File: config.mk
export PLATFORM = sky130hd
export DESIGN_NAME = http_request_byte_tokenizer
export DESIGN_NICKNAME = d
export VERILOG_FILES = /design/src/design/hrbt_pkg.sv /design/src/design/http_request_byte_tokenizer.sv
export SDC_FILE = /design/constraint.sdc
export NUM_CORES = 1
export LEC_CHECK = 0
export ABC_CLOCK_PERIOD_IN_PS = 5400
export BUFFER_PORTS_ARGS = -buffer_cell sky130_fd_sc_hd__buf_2
export CAP_MARGIN = 10
export CORE_MARGIN = 1.5
export CORE_UTILIZATION = 47
export DETAILED_ROUTE_END_ITERATION = 6
export PLACE_DENSITY_LB_ADDON = 0.05
export SLEW_MARGIN = 20
export SYNTH_ARGS = -nofsm -noshare
export SYNTH_HDL_FRONTEND = slang
export SYNTH_SLANG_ARGS = --single-unit
File: constraint.sdc
create_clock -name clk_i -period 5.4 [get_ports clk_i]
set_input_delay 1.08 -clock clk_i [delete_from_list [all_inputs] [get_ports clk_i]]
set_output_delay 1.08 -clock clk_i [all_outputs]
set_load 0.02 [all_outputs]
File: src/design/hrbt_pkg.sv
// Package for the HTTP request byte tokenizer.
// Holds the parse phase type, byte class and status codes, character constants
// and the content-length key lookup. No dependencies.
`timescale 1ns / 1ps

package hrbt_pkg;

  // Width of the length register, the length counters and the length limit
  localparam int LENGTH_BITS = 20;
  // Width of the multiply-by-ten result before the range check
  localparam int LEN_EXT_W   = LENGTH_BITS + 4;
  // Output tdata: byte_value, parse_status, method_is_get, declared_length
  localparam int OUT_BITS    = 8 + 2 + 1 + LENGTH_BITS;
  localparam int OUT_TDATA_W = ((OUT_BITS + 7) / 8) * 8;
  localparam int KEY_LEN     = 14;

  typedef enum logic [4:0] {
    PH_START     = 5'd0,
    PH_METHOD    = 5'd1,
    PH_METHOD_SP = 5'd2,
    PH_PATH      = 5'd3,
    PH_QKEY      = 5'd4,
    PH_QVAL      = 5'd5,
    PH_URL_SP    = 5'd6,
    PH_VERSION   = 5'd7,
    PH_VER_LF    = 5'd8,
    PH_HDR_START = 5'd9,
    PH_HKEY      = 5'd10,
    PH_HKEY_SP   = 5'd11,
    PH_HVAL      = 5'd12,
    PH_HVAL_LF   = 5'd13,
    PH_HDRS_LF   = 5'd14,
    PH_BODY      = 5'd15,
    PH_DONE      = 5'd16,
    PH_ERROR     = 5'd17
  } phase_e;

  // Byte classes
  localparam logic [3:0] CLS_DELIM  = 4'd0;
  localparam logic [3:0] CLS_METHOD = 4'd1;
  localparam logic [3:0] CLS_PATH   = 4'd2;
  localparam logic [3:0] CLS_QKEY   = 4'd3;
  localparam logic [3:0] CLS_QVAL   = 4'd4;
  localparam logic [3:0] CLS_VER    = 4'd5;
  localparam logic [3:0] CLS_HKEY   = 4'd6;
  localparam logic [3:0] CLS_HVAL   = 4'd7;
  localparam logic [3:0] CLS_BODY   = 4'd8;

  // Parse status
  localparam logic [1:0] ST_BUSY = 2'd0;
  localparam logic [1:0] ST_DONE = 2'd1;
  localparam logic [1:0] ST_ERR  = 2'd2;

  // Method match position meaning "not GET"
  localparam logic [2:0] MM_MISS = 3'd7;
  localparam logic [2:0] MM_FULL = 3'd3;

  // Characters
  localparam logic [7:0] CH_CR    = 8'h0D;
  localparam logic [7:0] CH_LF    = 8'h0A;
  localparam logic [7:0] CH_TAB   = 8'h09;
  localparam logic [7:0] CH_SP    = 8'h20;
  localparam logic [7:0] CH_QUEST = 8'h3F;
  localparam logic [7:0] CH_EQ    = 8'h3D;
  localparam logic [7:0] CH_AMP   = 8'h26;
  localparam logic [7:0] CH_COLON = 8'h3A;
  localparam logic [7:0] CH_0     = 8'h30;
  localparam logic [7:0] CH_9     = 8'h39;
  localparam logic [7:0] CH_UA    = 8'h41;
  localparam logic [7:0] CH_UZ    = 8'h5A;
  localparam logic [7:0] CH_G     = 8'h47;
  localparam logic [7:0] CH_E     = 8'h45;
  localparam logic [7:0] CH_T     = 8'h54;

  // Lowercase "content-length", one character per position
  function automatic logic [7:0] cl_key_char(input logic [3:0] pos);
    logic [7:0] c;
    case (pos)
      4'd0:    c = 8'h63; // c
      4'd1:    c = 8'h6F; // o
      4'd2:    c = 8'h6E; // n
      4'd3:    c = 8'h74; // t
      4'd4:    c = 8'h65; // e
      4'd5:    c = 8'h6E; // n
      4'd6:    c = 8'h74; // t
      4'd7:    c = 8'h2D; // -
      4'd8:    c = 8'h6C; // l
      4'd9:    c = 8'h65; // e
      4'd10:   c = 8'h6E; // n
      4'd11:   c = 8'h67; // g
      4'd12:   c = 8'h74; // t
      4'd13:   c = 8'h68; // h
      default: c = 8'h00;
    endcase
    return c;
  endfunction

  // GET spelled one character per match position
  function automatic logic [7:0] get_char(input logic [1:0] pos);
    logic [7:0] c;
    case (pos)
      2'd0:    c = CH_G;
      2'd1:    c = CH_E;
      2'd2:    c = CH_T;
      default: c = 8'h00;
    endcase
    return c;
  endfunction

endpackage

File: src/design/http_request_byte_tokenizer.sv
// HTTP request byte tokenizer: classifies each request byte and tracks status.
// Each result is registered and becomes valid in the cycle after its byte is accepted.
// Throughput: one byte per cycle; the output register is refilled in the cycle
// it is drained, so the stream only stalls while the result side stalls.
// Reset (rst_ni low, asynchronous): parser returns to expecting a method,
// the length limit returns to 65536 and the output register empties.
// Depends on hrbt_pkg.
`timescale 1ns / 1ps

module http_request_byte_tokenizer (
  input  logic                                clk_i,
  input  logic                                rst_ni,
  // Request bytes in
  input  logic                                s_axis_tvalid,
  output logic                                s_axis_tready,
  input  logic [7:0]                          s_axis_tdata,  // [7:0] data_byte
  input  logic [0:0]                          s_axis_tuser,  // [0] start_new
  // Classified bytes out
  output logic                                m_axis_tvalid,
  input  logic                                m_axis_tready,
  // [7:0] byte_value, [9:8] parse_status, [10] method_is_get,
  // [11 +: LENGTH_BITS] declared_length, rest zero
  output logic [hrbt_pkg::OUT_TDATA_W-1:0]    m_axis_tdata,
  output logic [3:0]                          m_axis_tuser,  // [3:0] byte_class
  // Length limit write
  input  logic                                cfg_valid_i,
  output logic                                cfg_ready_o,
  input  logic [hrbt_pkg::LENGTH_BITS-1:0]    cfg_data_i
);
  import hrbt_pkg::*;

  localparam logic [LENGTH_BITS-1:0] MAX_LEN_RST = LENGTH_BITS'(65536);

  // Parser state
  phase_e                   phase_q, phase_d;
  logic [2:0]               mpos_q, mpos_d;
  logic                     get_q, get_d;
  logic [3:0]               kpos_q, kpos_d;
  logic                     kok_q, kok_d;
  logic [LENGTH_BITS-1:0]   len_q, len_d;
  logic                     seen_q, seen_d;
  logic                     bad_q, bad_d;
  logic [LENGTH_BITS-1:0]   bcnt_q, bcnt_d;
  logic [LENGTH_BITS-1:0]   max_len_q;

  // Output register
  logic                     out_valid_q;
  logic [7:0]               out_byte_q;
  logic [3:0]               out_cls_q;
  logic [1:0]               out_st_q;
  logic                     out_get_q;
  logic [LENGTH_BITS-1:0]   out_len_q;

  // Current state as seen by this byte (start_new clears it first)
  phase_e                   cur_phase;
  logic [2:0]               cur_mpos;
  logic                     cur_get;
  logic [3:0]               cur_kpos;
  logic                     cur_kok;
  logic [LENGTH_BITS-1:0]   cur_len;
  logic                     cur_seen;
  logic                     cur_bad;
  logic [LENGTH_BITS-1:0]   cur_bcnt;

  logic                     accept;
  logic [7:0]               b;
  logic                     is_upper, is_digit, is_sp, is_cr, is_lf;
  logic [7:0]               lc_b;
  logic                     key_hit, key_hit0, key_end_ok;
  logic [LEN_EXT_W-1:0]     len_ext, len_next;
  logic                     len_over;
  logic [LENGTH_BITS-1:0]   bcnt_inc;
  logic                     body_end;
  logic                     err;
  logic [3:0]               cls;
  logic [1:0]               status;

  assign accept        = s_axis_tvalid && s_axis_tready;
  assign s_axis_tready = !out_valid_q || m_axis_tready;
  assign cfg_ready_o   = 1'b1;

  // Apply start_new ahead of the byte
  always_comb begin
    if (s_axis_tuser[0]) begin
      cur_phase = PH_START;
      cur_mpos  = '0;
      cur_get   = 1'b0;
      cur_kpos  = '0;
      cur_kok   = 1'b0;
      cur_len   = '0;
      cur_seen  = 1'b0;
      cur_bad   = 1'b0;
      cur_bcnt  = '0;
    end else begin
      cur_phase = phase_q;
      cur_mpos  = mpos_q;
      cur_get   = get_q;
      cur_kpos  = kpos_q;
      cur_kok   = kok_q;
      cur_len   = len_q;
      cur_seen  = seen_q;
      cur_bad   = bad_q;
      cur_bcnt  = bcnt_q;
    end
  end

  // Byte decode
  assign b        = s_axis_tdata;
  assign is_upper = (b >= CH_UA) && (b <= CH_UZ);
  assign is_digit = (b >= CH_0) && (b <= CH_9);
  assign is_sp    = (b == CH_SP);
  assign is_cr    = (b == CH_CR);
  assign is_lf    = (b == CH_LF);
  assign lc_b     = is_upper ? (b + 8'd32) : b;

  // Header key matching against content-length
  assign key_hit    = cur_kok && (cur_kpos < 4'(KEY_LEN)) && (lc_b == cl_key_char(cur_kpos));
  assign key_hit0   = (lc_b == cl_key_char(4'd0));
  assign key_end_ok = cur_kok && (cur_kpos == 4'(KEY_LEN));

  // Decimal accumulate: len * 10 + digit
  assign len_ext  = {4'b0, cur_len};
  assign len_next = (len_ext << 3) + (len_ext << 1) + LEN_EXT_W'(b[3:0]);
  assign len_over = len_next > {4'b0, max_len_q};

  // Body byte count
  assign bcnt_inc = cur_bcnt + 1'b1;
  assign body_end = bcnt_inc >= cur_len;

  // Class, status and error for this byte
  always_comb begin
    cls    = CLS_DELIM;
    status = ST_BUSY;
    err    = 1'b0;
    case (cur_phase)
      PH_START: begin
        if (is_upper) cls = CLS_METHOD;
        else err = 1'b1;
      end
      PH_METHOD: begin
        if (is_upper) cls = CLS_METHOD;
        else if (!is_sp) err = 1'b1;
      end
      PH_METHOD_SP: begin
        if (is_sp) err = 1'b1;
        else if (b != CH_QUEST) cls = CLS_PATH;
      end
      PH_PATH: begin
        if (!is_sp && b != CH_QUEST) cls = CLS_PATH;
      end
      PH_QKEY: begin
        if (b != CH_EQ) cls = CLS_QKEY;
      end
      PH_QVAL: begin
        if (b != CH_AMP && !is_sp) cls = CLS_QVAL;
      end
      PH_URL_SP: begin
        if (is_sp) err = 1'b1;
        else if (!is_cr) cls = CLS_VER;
      end
      PH_VERSION: begin
        if (!is_cr) cls = CLS_VER;
      end
      PH_VER_LF: begin
        if (!is_lf) err = 1'b1;
      end
      PH_HDR_START: begin
        if (!is_cr && b != CH_COLON) cls = CLS_HKEY;
      end
      PH_HKEY: begin
        if (b != CH_COLON) cls = CLS_HKEY;
      end
      PH_HKEY_SP: begin
        if (!is_sp) err = 1'b1;
      end
      PH_HVAL: begin
        if (!is_cr) cls = CLS_HVAL;
      end
      PH_HVAL_LF: begin
        if (!is_lf) err = 1'b1;
      end
      PH_HDRS_LF: begin
        if (!is_lf) err = 1'b1;
        else if (cur_get) status = ST_DONE;
        else if (!cur_seen || cur_bad) err = 1'b1;
        else if (cur_len == '0) status = ST_DONE;
      end
      PH_BODY: begin
        cls = CLS_BODY;
        if (body_end) status = ST_DONE;
      end
      default: begin
        err = 1'b1;
      end
    endcase
    if (err) begin
      cls    = CLS_DELIM;
      status = ST_ERR;
    end
  end

  // Next parser state
  always_comb begin
    phase_d = cur_phase;
    mpos_d  = cur_mpos;
    get_d   = cur_get;
    kpos_d  = cur_kpos;
    kok_d   = cur_kok;
    len_d   = cur_len;
    seen_d  = cur_seen;
    bad_d   = cur_bad;
    bcnt_d  = cur_bcnt;
    case (cur_phase)
      PH_START: begin
        if (is_upper) begin
          mpos_d  = (b == CH_G) ? 3'd1 : MM_MISS;
          phase_d = PH_METHOD;
        end
      end
      PH_METHOD: begin
        if (is_upper) begin
          if (cur_mpos < MM_FULL && b == get_char(cur_mpos[1:0])) mpos_d = cur_mpos + 3'd1;
          else mpos_d = MM_MISS;
        end else if (is_sp) begin
          get_d   = (cur_mpos == MM_FULL);
          phase_d = PH_METHOD_SP;
        end
      end
      PH_METHOD_SP: begin
        if (b == CH_QUEST) phase_d = PH_QKEY;
        else if (!is_sp) phase_d = PH_PATH;
      end
      PH_PATH: begin
        if (is_sp) phase_d = PH_URL_SP;
        else if (b == CH_QUEST) phase_d = PH_QKEY;
      end
      PH_QKEY: begin
        if (b == CH_EQ) phase_d = PH_QVAL;
      end
      PH_QVAL: begin
        if (b == CH_AMP) phase_d = PH_QKEY;
        else if (is_sp) phase_d = PH_URL_SP;
      end
      PH_URL_SP: begin
        if (is_cr) phase_d = PH_VER_LF;
        else if (!is_sp) phase_d = PH_VERSION;
      end
      PH_VERSION: begin
        if (is_cr) phase_d = PH_VER_LF;
      end
      PH_VER_LF: begin
        if (is_lf) phase_d = PH_HDR_START;
      end
      PH_HDR_START: begin
        if (is_cr) begin
          kpos_d  = '0;
          kok_d   = 1'b0;
          phase_d = PH_HDRS_LF;
        end else if (b == CH_COLON) begin
          // Empty key never matches
          kpos_d  = '0;
          kok_d   = 1'b0;
          phase_d = PH_HKEY_SP;
        end else begin
          kpos_d  = key_hit0 ? 4'd1 : 4'd0;
          kok_d   = key_hit0;
          phase_d = PH_HKEY;
        end
      end
      PH_HKEY: begin
        if (b == CH_COLON) begin
          kok_d   = key_end_ok;
          kpos_d  = '0;
          phase_d = PH_HKEY_SP;
          if (key_end_ok) begin
            len_d  = '0;
            seen_d = 1'b0;
            bad_d  = 1'b0;
          end
        end else if (key_hit) begin
          kpos_d = cur_kpos + 4'd1;
        end else begin
          kok_d = 1'b0;
        end
      end
      PH_HKEY_SP: begin
        if (is_sp) phase_d = PH_HVAL;
      end
      PH_HVAL: begin
        if (is_cr) begin
          kok_d   = 1'b0;
          phase_d = PH_HVAL_LF;
        end else if (cur_kok && !cur_bad) begin
          // Length value text
          if (is_digit) begin
            seen_d = 1'b1;
            if (len_over) begin
              bad_d = 1'b1;
              len_d = '1;
            end else begin
              len_d = len_next[LENGTH_BITS-1:0];
            end
          end else if (!((is_sp || b == CH_TAB) && !cur_seen)) begin
            bad_d = 1'b1;
          end
        end
      end
      PH_HVAL_LF: begin
        if (is_lf) phase_d = PH_HDR_START;
      end
      PH_HDRS_LF: begin
        if (status == ST_DONE) phase_d = PH_DONE;
        else if (!err) begin
          bcnt_d  = '0;
          phase_d = PH_BODY;
        end
      end
      PH_BODY: begin
        bcnt_d = bcnt_inc;
        if (body_end) phase_d = PH_DONE;
      end
      default: begin
        phase_d = PH_ERROR;
      end
    endcase
    if (err) phase_d = PH_ERROR;
  end

  // Parser state registers
  always_ff @(posedge clk_i or negedge rst_ni) begin
    if (!rst_ni) begin
      phase_q <= PH_START;
      mpos_q  <= '0;
      get_q   <= 1'b0;
      kpos_q  <= '0;
      kok_q   <= 1'b0;
      len_q   <= '0;
      seen_q  <= 1'b0;
      bad_q   <= 1'b0;
      bcnt_q  <= '0;
    end else if (accept) begin
      phase_q <= phase_d;
      mpos_q  <= mpos_d;
      get_q   <= get_d;
      kpos_q  <= kpos_d;
      kok_q   <= kok_d;
      len_q   <= len_d;
      seen_q  <= seen_d;
      bad_q   <= bad_d;
      bcnt_q  <= bcnt_d;
    end
  end

  // Length limit register
  always_ff @(posedge clk_i or negedge rst_ni) begin
    if (!rst_ni) begin
      max_len_q <= MAX_LEN_RST;
    end else if (cfg_valid_i && cfg_ready_o) begin
      max_len_q <= cfg_data_i;
    end
  end

  // Output register valid
  always_ff @(posedge clk_i or negedge rst_ni) begin
    if (!rst_ni) begin
      out_valid_q <= 1'b0;
    end else if (accept) begin
      out_valid_q <= 1'b1;
    end else if (m_axis_tready) begin
      out_valid_q <= 1'b0;
    end
  end

  // Output register payload
  always_ff @(posedge clk_i) begin
    if (accept) begin
      out_byte_q <= b;
      out_cls_q  <= cls;
      out_st_q   <= status;
      out_get_q  <= get_d;
      out_len_q  <= len_d;
    end
  end

  // Output packing
  always_comb begin
    m_axis_tdata                   = '0;
    m_axis_tdata[7:0]              = out_byte_q;
    m_axis_tdata[9:8]              = out_st_q;
    m_axis_tdata[10]               = out_get_q;
    m_axis_tdata[11 +: LENGTH_BITS] = out_len_q;
  end
  assign m_axis_tvalid = out_valid_q;
  assign m_axis_tuser  = out_cls_q;

  // An error result always carries the delimiter class
  assert property (@(posedge clk_i) disable iff (!rst_ni)
    (out_valid_q && out_st_q == ST_ERR) |-> (out_cls_q == CLS_DELIM))
    else $error("error result with non-delimiter class");

  // Error state is sticky until start_new
  assert property (@(posedge clk_i) disable iff (!rst_ni)
    (accept && !s_axis_tuser[0] && phase_q == PH_ERROR) |=> (out_st_q == ST_ERR))
    else $error("byte after error not reported as error");

  // While in the body the count stays below the declared length
  assert property (@(posedge clk_i) disable iff (!rst_ni)
    (phase_q == PH_BODY) |-> (bcnt_q < len_q))
    else $error("body count reached declared length without completing");

  // A byte is always taken when the output register is free
  assert property (@(posedge clk_i) disable iff (!rst_ni)
    (!out_valid_q) |-> s_axis_tready)
    else $error("input stalled with empty output register");

endmodule
==> flow_metrics.py, run 1 <==
metrics = {
    "job": {
        "max_cap_viol_count": 0,
    },
    "global_route": {
        "grt_max_degree": 78,
        "grt_pass1_vias": 8200,
        "grt_use_total": 0.281,
        "grt_pass1_wl_um": 44600,
        "overflow": 0,
        "antenna_found_initial": 0,
    },
    "setup_path": {
        "end_kind": "flop",
        "crit_slowest_cell": "a221o_1",
        "crit_start": "s_axis_tuser",
        "crit_chain": "buf_12, nor2b_4, xnor2_2, ha_4, ha_4, a21o_1, a221o_1, a221oi_4, o21ai_2, xor2_2, ha_1, nand3_2, or3_1, or3_1, mux2_4, o31ai_4, o211ai_4, nor4b_4, buf_4, buf_6, a22oi_2",
        "arrival_ns": 5.38,
        "path_buf_inv": 3,
        "startpoint_type": "primary input",
        "regToRegStartpoint": "len_q[0]$_DFFE_PN0P_",
        "worstSetupPathType": "in -> reg",
        "required_ns": 5.50,
        "critPathMaxStageDelay_ns": 0.38,
        "cp_max_fo": 7,
        "cpLargestDelayFamily": "compound AO/OA/AOI/OAI gates",
    },
    "detailed_routing": {
        "wl_um": 28000,
        "ant_nets": 0,
        "drc": 0,
        "post_drt_wl_per_cell_um": 18.4,
        "dr.first_iter.drc_count": 484,
        "dr_total_vias": 8730,
        "dr.pass1.iters": 4,
        "viasPerCell": 5.74,
    },
    "logic_synthesis": {
        "syn_area_per_cell_um2": 8.48,
        "synth.distinct_cells": 92,
        "ys_ff_latch": 112,
        "yosysSeqAreaShare": 0.323,
        "syn_inst": 1089,
        "netlist_area_um2": 9230,
        "yosys_warnings": 0,
        "async_reset_ff_frac": 0.688,
        "synth_edf_count": 35,
        "yosys_most_used_dff": "dfrtp_1",
        "synth_nets": 1215,
    },
    "clock_tree": {
        "cts_tree": "done",
        "htreeDepth": 3,
        "clk_latency_ns": 0.37,
        "clock_sinks": 112,
        "cts_buffers": 9,
        "clk_pin_slew_ns": 0.09,
        "clockBufferDepth": 2,
        "cts-root-buf": "clkbuf_16",
        "hold_buffers": 0,
    },
    "layout": {
        "area_delta_synth_final_pct": 23.5,
        "num_antenna_cells": 0,
        "nets": 1377,
        "fin_util": 0.590,
        "stdcell_count": 1521,
        "layout-drive-gt1-share": 0.258,
    },
    "placed_design": {
        "hpwl_um": 21100,
        "io_buffers": 70,
        "dp_cells": 1490,
        "routabilityCongestion": 0.941,
    },
    "sta": {
        "finalHoldViolCount": 0,
        "min_period_over_period": 0.977,
        "maxSlewHeadroom": 0.398,
        "worst_pin_slew_ns": 0.900,
        "hold_ws_ns": 0.507,
        "fmax_mhz": 190,
        "skew_ns": 0.0113,
        "finalMaxSlewViolations": 0,
        "setup_viol": 0,
        "period_needed_ns": 5.28,
    },
    "pwr": {
        "peakVddDrop_uv": 145,
        "power_leakage_uw": 0.00523,
        "power_density_nw_per_um2": 220,
    },
    "die": {
        "die_w_um": 143,
        "dieArea_um2": 20500,
        "rows": 51,
        "initial_utilization": 0.477,
        "fp.dieH_um": 143,
        "core-area_um2": 19300,
        "io_pins": 73,
    },
    "hold_path": {
        "hp-class": "reg -> reg",
        "min_from": "mpos_q[1]$_DFFE_PN0P_",
    },
    "status": {
        "status": "finished, final reports clean",
    },
}
-- flip-flops by register name (all words and copies together), names as in the netlist --
register	flops
mpos_q	3
max_len_q	20
out_byte_q	8
bcnt_q	20
seen_q	1
get_q	1
out_st_q	2
kpos_q	4
len_q	20
m_axis_tvalid	1
bad_q	1
m_axis_tuser	4
out_len_q	20
out_get_q	1
kok_q	1
phase_q	5
-- what timing repair did --
action	in CTS	in global routing
cloned	2	1
gates resized for setup	20	32
setup endpoints to repair	27	41
pin swaps	4	23
setup buffers	7	6
-- Yosys cell counts (5+ instances only) --
| cell | instances | area (µm²) |
|---|---|---|
| a211oi_1 | 7 | 52.6 |
| a21o_1 | 20 | 150 |
| a21oi_1 | 88 | 440 |
| a22o_1 | 18 | 158 |
| a31oi_1 | 15 | 93.8 |
| a32oi_1 | 8 | 70.1 |
| and2_1 | 7 | 43.8 |
| and3_1 | 7 | 43.8 |
| buf_2 | 14 | 70.1 |
| buf_4 | 6 | 45.0 |
| clkbuf_1 | 28 | 105 |
| dfrtp_1 | 76 | 1900 |
| edfxtp_1 | 35 | 1050 |
| ha_1 | 91 | 1140 |
| inv_1 | 72 | 270 |
| mux2_2 | 5 | 56.3 |
| nand2_1 | 113 | 424 |
| nand2b_1 | 17 | 106 |
| nand3_1 | 30 | 150 |
| nand3b_1 | 5 | 37.5 |
| nand4_1 | 12 | 75.1 |
| nor2_1 | 89 | 334 |
| nor2_2 | 6 | 37.5 |
| nor2b_1 | 16 | 100 |
| nor3_1 | 25 | 125 |
| nor4_1 | 20 | 125 |
| o211ai_1 | 6 | 45.0 |
| o21ai_0 | 73 | 365 |
| o22ai_1 | 14 | 87.6 |
| o31ai_1 | 5 | 37.5 |
| or3_1 | 6 | 37.5 |
| or4_1 | 5 | 37.5 |
| xnor2_1 | 24 | 210 |
| xor2_1 | 16 | 140 |
-- layer usage --
layer,track usage,share of wire,wire length [µm],vias up
met5,0,0,0,-
met4,0.0754,0.021,601,0
met3,0.0352,0.050,1410,42
met2,0.449,0.46,12900,275
met1,0.400,0.47,13000,4106
li1,-,-,-,4307
-- worst paths after layout --
path | endpoint | slack, ns | depth (start not counted)
max in group asynchronous | max_len_q[14]$_DFFE_PN0P_ | 4.11 | 1
max | out_len_q[6]$_DFFE_PP_ | 0.12 | 21
min in group asynchronous | len_q[13]$_DFFE_PN0P_ | 0.72 | 1
max reg2reg | out_len_q[6]$_DFFE_PP_ | 0.48 | 20
min | mpos_q[1]$_DFFE_PN0P_ | 0.51 | 1
min reg2reg | mpos_q[1]$_DFFE_PN0P_ | 0.51 | 1
-- power breakdown --
group	switching, µW	leakage (µW)	internal, µW
logic	474	0.00374	360
clock network	358	0.000140	328
registers	48.1	0.00135	937
-- kinds of logic (layout without fill, tap and decap cells) --
group | Yosys count | count (layout) | share of synthesized area
other cells | 2 | 2 | 0.000814
fa+ha+maj | 92 | 92 | 0.126
buf+inv | 128 | 295 | 0.0598
flops | 112 | 112 | 0.323
mux | 9 | 9 | 0.0104
xor+xnor | 40 | 40 | 0.0380
simple gates | 393 | 393 | 0.221
compound gates | 313 | 313 | 0.222
-- area by class of cell --
cell class              instances  area (µm²)
flip-flops and latches        112        2980
clock inverters                 7        76.3
clock buffers                   9         225
inverters                      73         287
fillers                      1814        7940
well taps                     265         332
repair inverters                1        8.76
multi-input cells             849        6090
repair buffers                205        1400
-- placed cells by master, fill, tap and decap left out, types with 5 or more instances in the layout --
cell type,n
a32oi_1,8
a21o_1,20
a31oi_1,14
nor2_2,6
nand3b_1,5
or3_1,6
o21ai_0,68
inv_1,66
nand2_2,7
ha_1,77
dfrtp_1,76
clkbuf_16,9
o22ai_1,14
nor4_1,19
or4_1,5
a21oi_2,12
nand3_1,28
nor2_1,89
nand2_1,105
a211oi_1,6
o21ai_1,5
nor3_1,23
ha_4,11
nand2b_1,17
nor2b_1,14
a22o_1,18
buf_2,68
o211ai_1,6
a21oi_1,76
inv_2,6
edfxtp_1,35
buf_4,132
and2_1,7
nand4_1,12
xor2_1,14
and3_1,6
xnor2_1,21
nor3_2,6
-- metrics by stage --
| stage | cell area, µm² | worst slack [ns] | setup TNS [ns] | power (µW) |
|---|---|---|---|---|
| 5_1_grt | 11400 | -0.0515 | -0.572 | 2640 |
| 3_3_place_gp | 10700 | -0.440 | -14.41 | 1760 |
| 3_5_place_dp | 10700 | -0.518 | -17.41 | 1770 |
| 4_1_cts | 11200 | 0.00780 | 0 | 2490 |
| 6_report | 11400 | 0.125 | 0 | 2500 |
| 2_1_floorplan | 9500 | -0.426 | -11.85 | 1480 |
Note: power is estimated with default switching activity, not from simulation.
==> run 2: changes to the inputs <==
Settings changed: ABC_CLOCK_PERIOD_IN_PS 5400 to 6600, CAP_MARGIN 10 to 20, HOLD_SLACK_MARGIN set to 0.05.
Clock period 5.4 ns to 6.6 ns, I/O delays scaled along.
==> run 2 against run 1 <==
Against the previous run: design area is 9.4% lower; power fell by 23%; sequential cell count unchanged; worst hold slack got worse by 0.0076 ns; combinational power down 32%; non-clock buffer count shrank 86; critical endpoint is now out_len_q[17]$_DFFE_PP_; clock skew about the same; largest power group unchanged.
==> flow_metrics.py, run 2 (synthesized netlist as in run 1, its figures left out) <==
metrics = {
    "clock_tree": {
        "clock_sinks": 112,
        "htreeDepth": 3,
        "cts_tree": "done",
        "cts_setup_buffers": 0,
        "clockBufferDepth": 2,
        "clk_latency_ns": 0.38,
        "post_cts_resize_count": 0,
        "hold_buffers": 0,
        "clk_pin_slew_ns": 0.08,
        "cts_buffers": 9,
        "cts-root-buf": "clkbuf_16",
    },
    "status": {
        "status": "finished, final reports clean",
    },
    "sta": {
        "finalMaxSlewViolations": 0,
        "finalHoldViolCount": 0,
        "setup_viol": 0,
        "worst_pin_slew_ns": 0.978,
        "fin_ws_ns": 0.323,
        "skew_ns": 0.0115,
        "hold_ws_ns": 0.500,
        "period_needed_ns": 6.28,
        "maxSlewHeadroom": 0.345,
        "fmax_mhz": 159,
        "min_period_over_period": 0.951,
    },
    "detailed_routing": {
        "drc": 0,
        "post_drt_wl_per_cell_um": 19.7,
        "viasPerCell": 5.94,
        "dr.pass1.iters": 5,
        "dr_total_vias": 8511,
        "dr.first_iter.drc_count": 613,
        "ant_nets": 0,
        "wl_um": 28200,
    },
    "layout": {
        "area_delta_synth_final_pct": 11.9,
        "multi_input_area_um2": 5720,
        "fill_cells": 1943,
        "final_common_cell": "nand2_1",
        "nets": 1290,
        "seqCellArea_um2": 2980,
        "layout-drive-gt1-share": 0.151,
        "num_antenna_cells": 0,
        "final_cell_mix": "113 x nand2_1, 91 x ha_1, 89 x nor2_1",
        "fin_util": 0.534,
    },
    "setup_path": {
        "cp_max_fo": 9,
        "cpLargestDelayFamily": "compound AO/OA/AOI/OAI gates",
        "crit_top_cell": "ha_1",
        "crit_cells": 22,
        "crit_slowest_cell": "a221o_1",
        "end_kind": "flop",
        "arrival_ns": 6.39,
        "path_buf_inv": 4,
        "required_ns": 6.71,
        "r2r_cells": 20,
        "crit_chain": "buf_2, clkinvlp_4, nand2_1, inv_1, ha_1, ha_1, a21o_1, a221o_1, a221oi_4, o21ai_1, a21bo_2, xnor2_1, ha_1, a21oi_1, o21ai_0, a211oi_1, o21ai_0, o31ai_1, o211ai_2, buf_4, nor4b_1, o22ai_1",
        "startpoint_type": "primary input",
        "critPathMaxStageDelay_ns": 0.43,
        "worstSetupPathType": "in -> reg",
    },
    "die": {
        "initial_utilization": 0.477,
        "rows": 51,
        "die_w_um": 143,
        "io_pins": 73,
        "fp.dieH_um": 143,
        "dieArea_um2": 20500,
        "core-area_um2": 19300,
    },
    "global_route": {
        "overflow": 0,
        "grt_pass1_vias": 8093,
        "grt_pass1_wl_um": 44400,
        "antenna_found_initial": 0,
        "grt_max_degree": 78,
        "grt_use_total": 0.282,
    },
    "hold_path": {
        "whs_path_depth": 1,
        "hp-class": "reg -> reg",
    },
    "pwr": {
        "power_density_nw_per_um2": 187,
        "power_leakage_uw": 0.00478,
        "peakVddDrop_uv": 128,
    },
    "placed_design": {
        "place_ws_ns": -0.109,
        "io_buffers": 70,
        "routabilityCongestion": 0.965,
        "hpwl_um": 21500,
    },
    "job": {
        "max_cap_viol_count": 0,
    },
}
run 2: where the power goes:
group / switching [µW] / internal (µW) / total [µW]
sequential: 39.9 / 766 / 806
combinational: 354 / 209 / 563
clock: 293 / 272 / 564
run 2: final cells by class:
cell class              count  area share
well taps                 265      0.0321
inverters                  73      0.0269
clock buffers              11      0.0235
repair buffers            119      0.0714
clock inverters             5     0.00388
multi-input cells         849       0.554
flip-flops and latches    112       0.289
run 2: worst paths after layout:
check,startpoint,endpoint,slack [ns]
setup / recovery,s_axis_tuser,out_len_q[17]$_DFFE_PP_,0.32
hold / removal,mpos_q[1]$_DFFE_PN0P_,mpos_q[1]$_DFFE_PN0P_,0.50
setup reg to reg,len_q[0]$_DFFE_PN0P_,out_len_q[17]$_DFFE_PP_,1.12
hold reg to reg,mpos_q[1]$_DFFE_PN0P_,mpos_q[1]$_DFFE_PN0P_,0.50
max in group asynchronous,rst_ni,kpos_q[2]$_DFFE_PN0P_,5.04
min in group asynchronous,rst_ni,bcnt_q[15]$_DFFE_PN0P_,0.97
run 2: metal layers:
layer  GRT usage  up-vias  share of wire
met5           0        -              0
met4      0.0781        0          0.019
met3      0.0319       39          0.037
met2       0.479      215           0.48
met1       0.379     4124           0.46
li1            -     4133              -
run 2: per-stage QoR:
step,setup TNS [ns],total power [µW],std cells,cell area (µm²)
after floorplan,0,1170,1089,9230
after global placement,0,1380,1418,10000
after detailed placement,-1.35,1380,1418,10000
after CTS,0,1930,1434,10300
after global routing,-0.0290,2020,1434,10300
final,0,1930,1434,10300
==> run 3: changes to the inputs <==
Settings changed: BUFFER_PORTS_ARGS -buffer_cell sky130_fd_sc_hd__buf_2 to not set, CELL_PAD_IN_SITES_DETAIL_PLACEMENT set to 0, CELL_PAD_IN_SITES_GLOBAL_PLACEMENT set to 2, CORE_UTILIZATION 47 to 43, DONT_BUFFER_PORTS set to 1.
==> run 3 against run 2 <==
Against the previous run: clock skew fell by 0.0013 ns; sequential share of layout area increased by 1.4 points; non-clock buffer count shrank 84; design area fell by 4.5%; worst hold slack lost 0.0038 ns; register-to-register slack lost 0.21 ns; setup slack better by 0.061 ns; sequential power increased by 2%; critical path type unchanged; critical endpoint is now out_len_q[0]$_DFFE_PP_.
==> flow_metrics.py, run 3 (synthesized netlist as in run 1, its figures left out) <==
metrics = {
    "global_route": {
        "grt_use_total": 0.270,
        "overflow": 0,
        "grt_max_degree": 78,
        "antenna_found_initial": 0,
        "grt_pass1_wl_um": 45600,
        "grt_pass1_vias": 7906,
    },
    "hold_path": {
        "min_from": "seen_q$_DFFE_PN0P_",
        "whs_path_depth": 2,
        "hp-class": "reg -> reg",
        "hold_end": "seen_q$_DFFE_PN0P_",
    },
    "sta": {
        "fin_setup_tns_ns": 0,
        "min_period_over_period": 0.942,
        "period_needed_ns": 6.22,
        "setup_viol": 0,
        "finalHoldViolCount": 0,
        "rsz0062_at_grt": "no",
        "skew_ns": 0.0103,
        "finalMaxSlewViolations": 0,
        "worst_pin_slew_ns": 1.06,
        "maxSlewHeadroom": 0.293,
        "fmax_mhz": 161,
    },
    "layout": {
        "fill_cells": 2068,
        "final_common_cell": "nand2_1",
        "final_cell_mix": "113 x nand2_1, 91 x ha_1, 89 x nor2_1",
        "num_antenna_cells": 0,
        "layout-drive-gt1-share": 0.0829,
        "area_delta_synth_final_pct": 6.78,
        "nets": 1206,
    },
    "clock_tree": {
        "clk_latency_ns": 0.37,
        "clk_pin_slew_ns": 0.08,
        "hold_buffers": 0,
        "clockBufferDepth": 2,
        "htreeDepth": 3,
        "cts-root-buf": "clkbuf_16",
        "clock_sinks": 112,
        "cts_setup_buffers": 0,
        "post_cts_resize_count": 0,
        "cts_buffers": 9,
        "cts_tree": "done",
    },
    "detailed_routing": {
        "viasPerCell": 5.98,
        "post_drt_wl_per_cell_um": 21.5,
        "drc": 0,
        "dr.pass1.iters": 5,
        "wl_um": 29300,
        "dr.first_iter.drc_count": 510,
        "dr_total_vias": 8137,
        "ant_nets": 0,
    },
    "die": {
        "initial_utilization": 0.439,
        "core-area_um2": 21000,
        "io_pins": 73,
        "rows": 53,
        "dieArea_um2": 22400,
        "fp.dieH_um": 150,
        "die_w_um": 150,
    },
    "setup_path": {
        "r2r_cells": 20,
        "end_kind": "flop",
        "startpoint_type": "primary input",
        "rrSetupSlack_ns": 0.91,
        "arrival_ns": 6.30,
        "crit_start": "s_axis_tuser",
        "cp_max_fo": 52,
        "regToRegStartpoint": "len_q[0]$_DFFE_PN0P_",
        "worstSetupPathType": "in -> reg",
        "worstReg2RegEnd": "out_len_q[0]$_DFFE_PP_",
        "required_ns": 6.68,
    },
    "pwr": {
        "peakVddDrop_uv": 105,
        "power_density_nw_per_um2": 191,
        "power_leakage_uw": 0.00443,
        "total_power_uw": 1880,
    },
    "job": {
        "max_cap_viol_count": 0,
    },
    "placed_design": {
        "routabilityCongestion": 0.920,
        "io_buffers": 0,
        "hpwl_um": 22100,
    },
    "status": {
        "status": "finished, final reports clean",
    },
}
run 3: worst max-delay path by stage:
stage	end	slack (ns)	depth (start not counted)
after global placement	out_len_q[0]$_DFFE_PP_	0.14	24
final	out_len_q[0]$_DFFE_PP_	0.38	21
after global routing	out_len_q[0]$_DFFE_PP_	0.09	22
after CTS	out_len_q[0]$_DFFE_PP_	0.51	21
after floorplan	out_len_q[14]$_DFFE_PP_	0.03	24
after detailed placement	out_len_q[0]$_DFFE_PP_	0.12	21
run 3: final cells by class:
type / count / area [µm²] / share of cell area
multi-input combinational: 849 / 5700 / 0.578
clock inverter: 6 / 55.1 / 0.00559
tap: 275 / 344 / 0.0349
sequential: 112 / 2980 / 0.302
inverter: 73 / 274 / 0.0278
timing repair buffer: 35 / 275 / 0.0279
clock buffer: 10 / 229 / 0.0232
run 3: worst max-delay path, cell delays in order:
cell      delay (ns)
inv_1           0.16
nand2_1         0.10
inv_1           0.11
ha_1            0.24
ha_1            0.36
a21o_1          0.22
a221o_1         0.41
a221oi_2        0.35
o21ai_0         0.25
a21bo_2         0.25
xnor2_1         0.23
ha_1            0.31
a21oi_1         0.14
o21ai_0         0.13
a211oi_1        0.25
o21ai_0         0.12
o31ai_1         0.31
o211ai_2        0.24
nor4_1          0.45
buf_4           0.19
o21ai_0         0.15
run 3: where the power goes:
group          internal (µW)  leakage (µW)  switching, µW
logic                    185       0.00294            307
registers                768       0.00135           56.3
clock network            264      0.000136            298
total                   1220       0.00443            662
run 3: per-layer routing:
metal / GRT usage / vias to the layer above / wire length (µm)
met4: 0.113 / 0 / 1100
met5: 0 / - / 0
met3: 0.0518 / 55 / 1480
li1: - / 3967 / -
met1: 0.348 / 3892 / 13000
met2: 0.442 / 223 / 13700
run 3: metrics by stage:
| step | cells | hold WS [ns] | utilization | area (µm²) | setup slack, ns |
|---|---|---|---|---|---|
| finish | 1360 | 0.496 | 0.469 | 9860 | 0.384 |
| global route | 1360 | 0.531 | 0.469 | 9860 | 0.0912 |
| CTS | 1360 | 0.499 | 0.469 | 9860 | 0.512 |
| detailed placement | 1344 | 0.478 | 0.455 | 9570 | 0.122 |
| global placement | 1344 | 0.482 | 0.455 | 9570 | 0.145 |
| floorplan | 1089 | 0.455 | - | 9230 | 0.0336 |
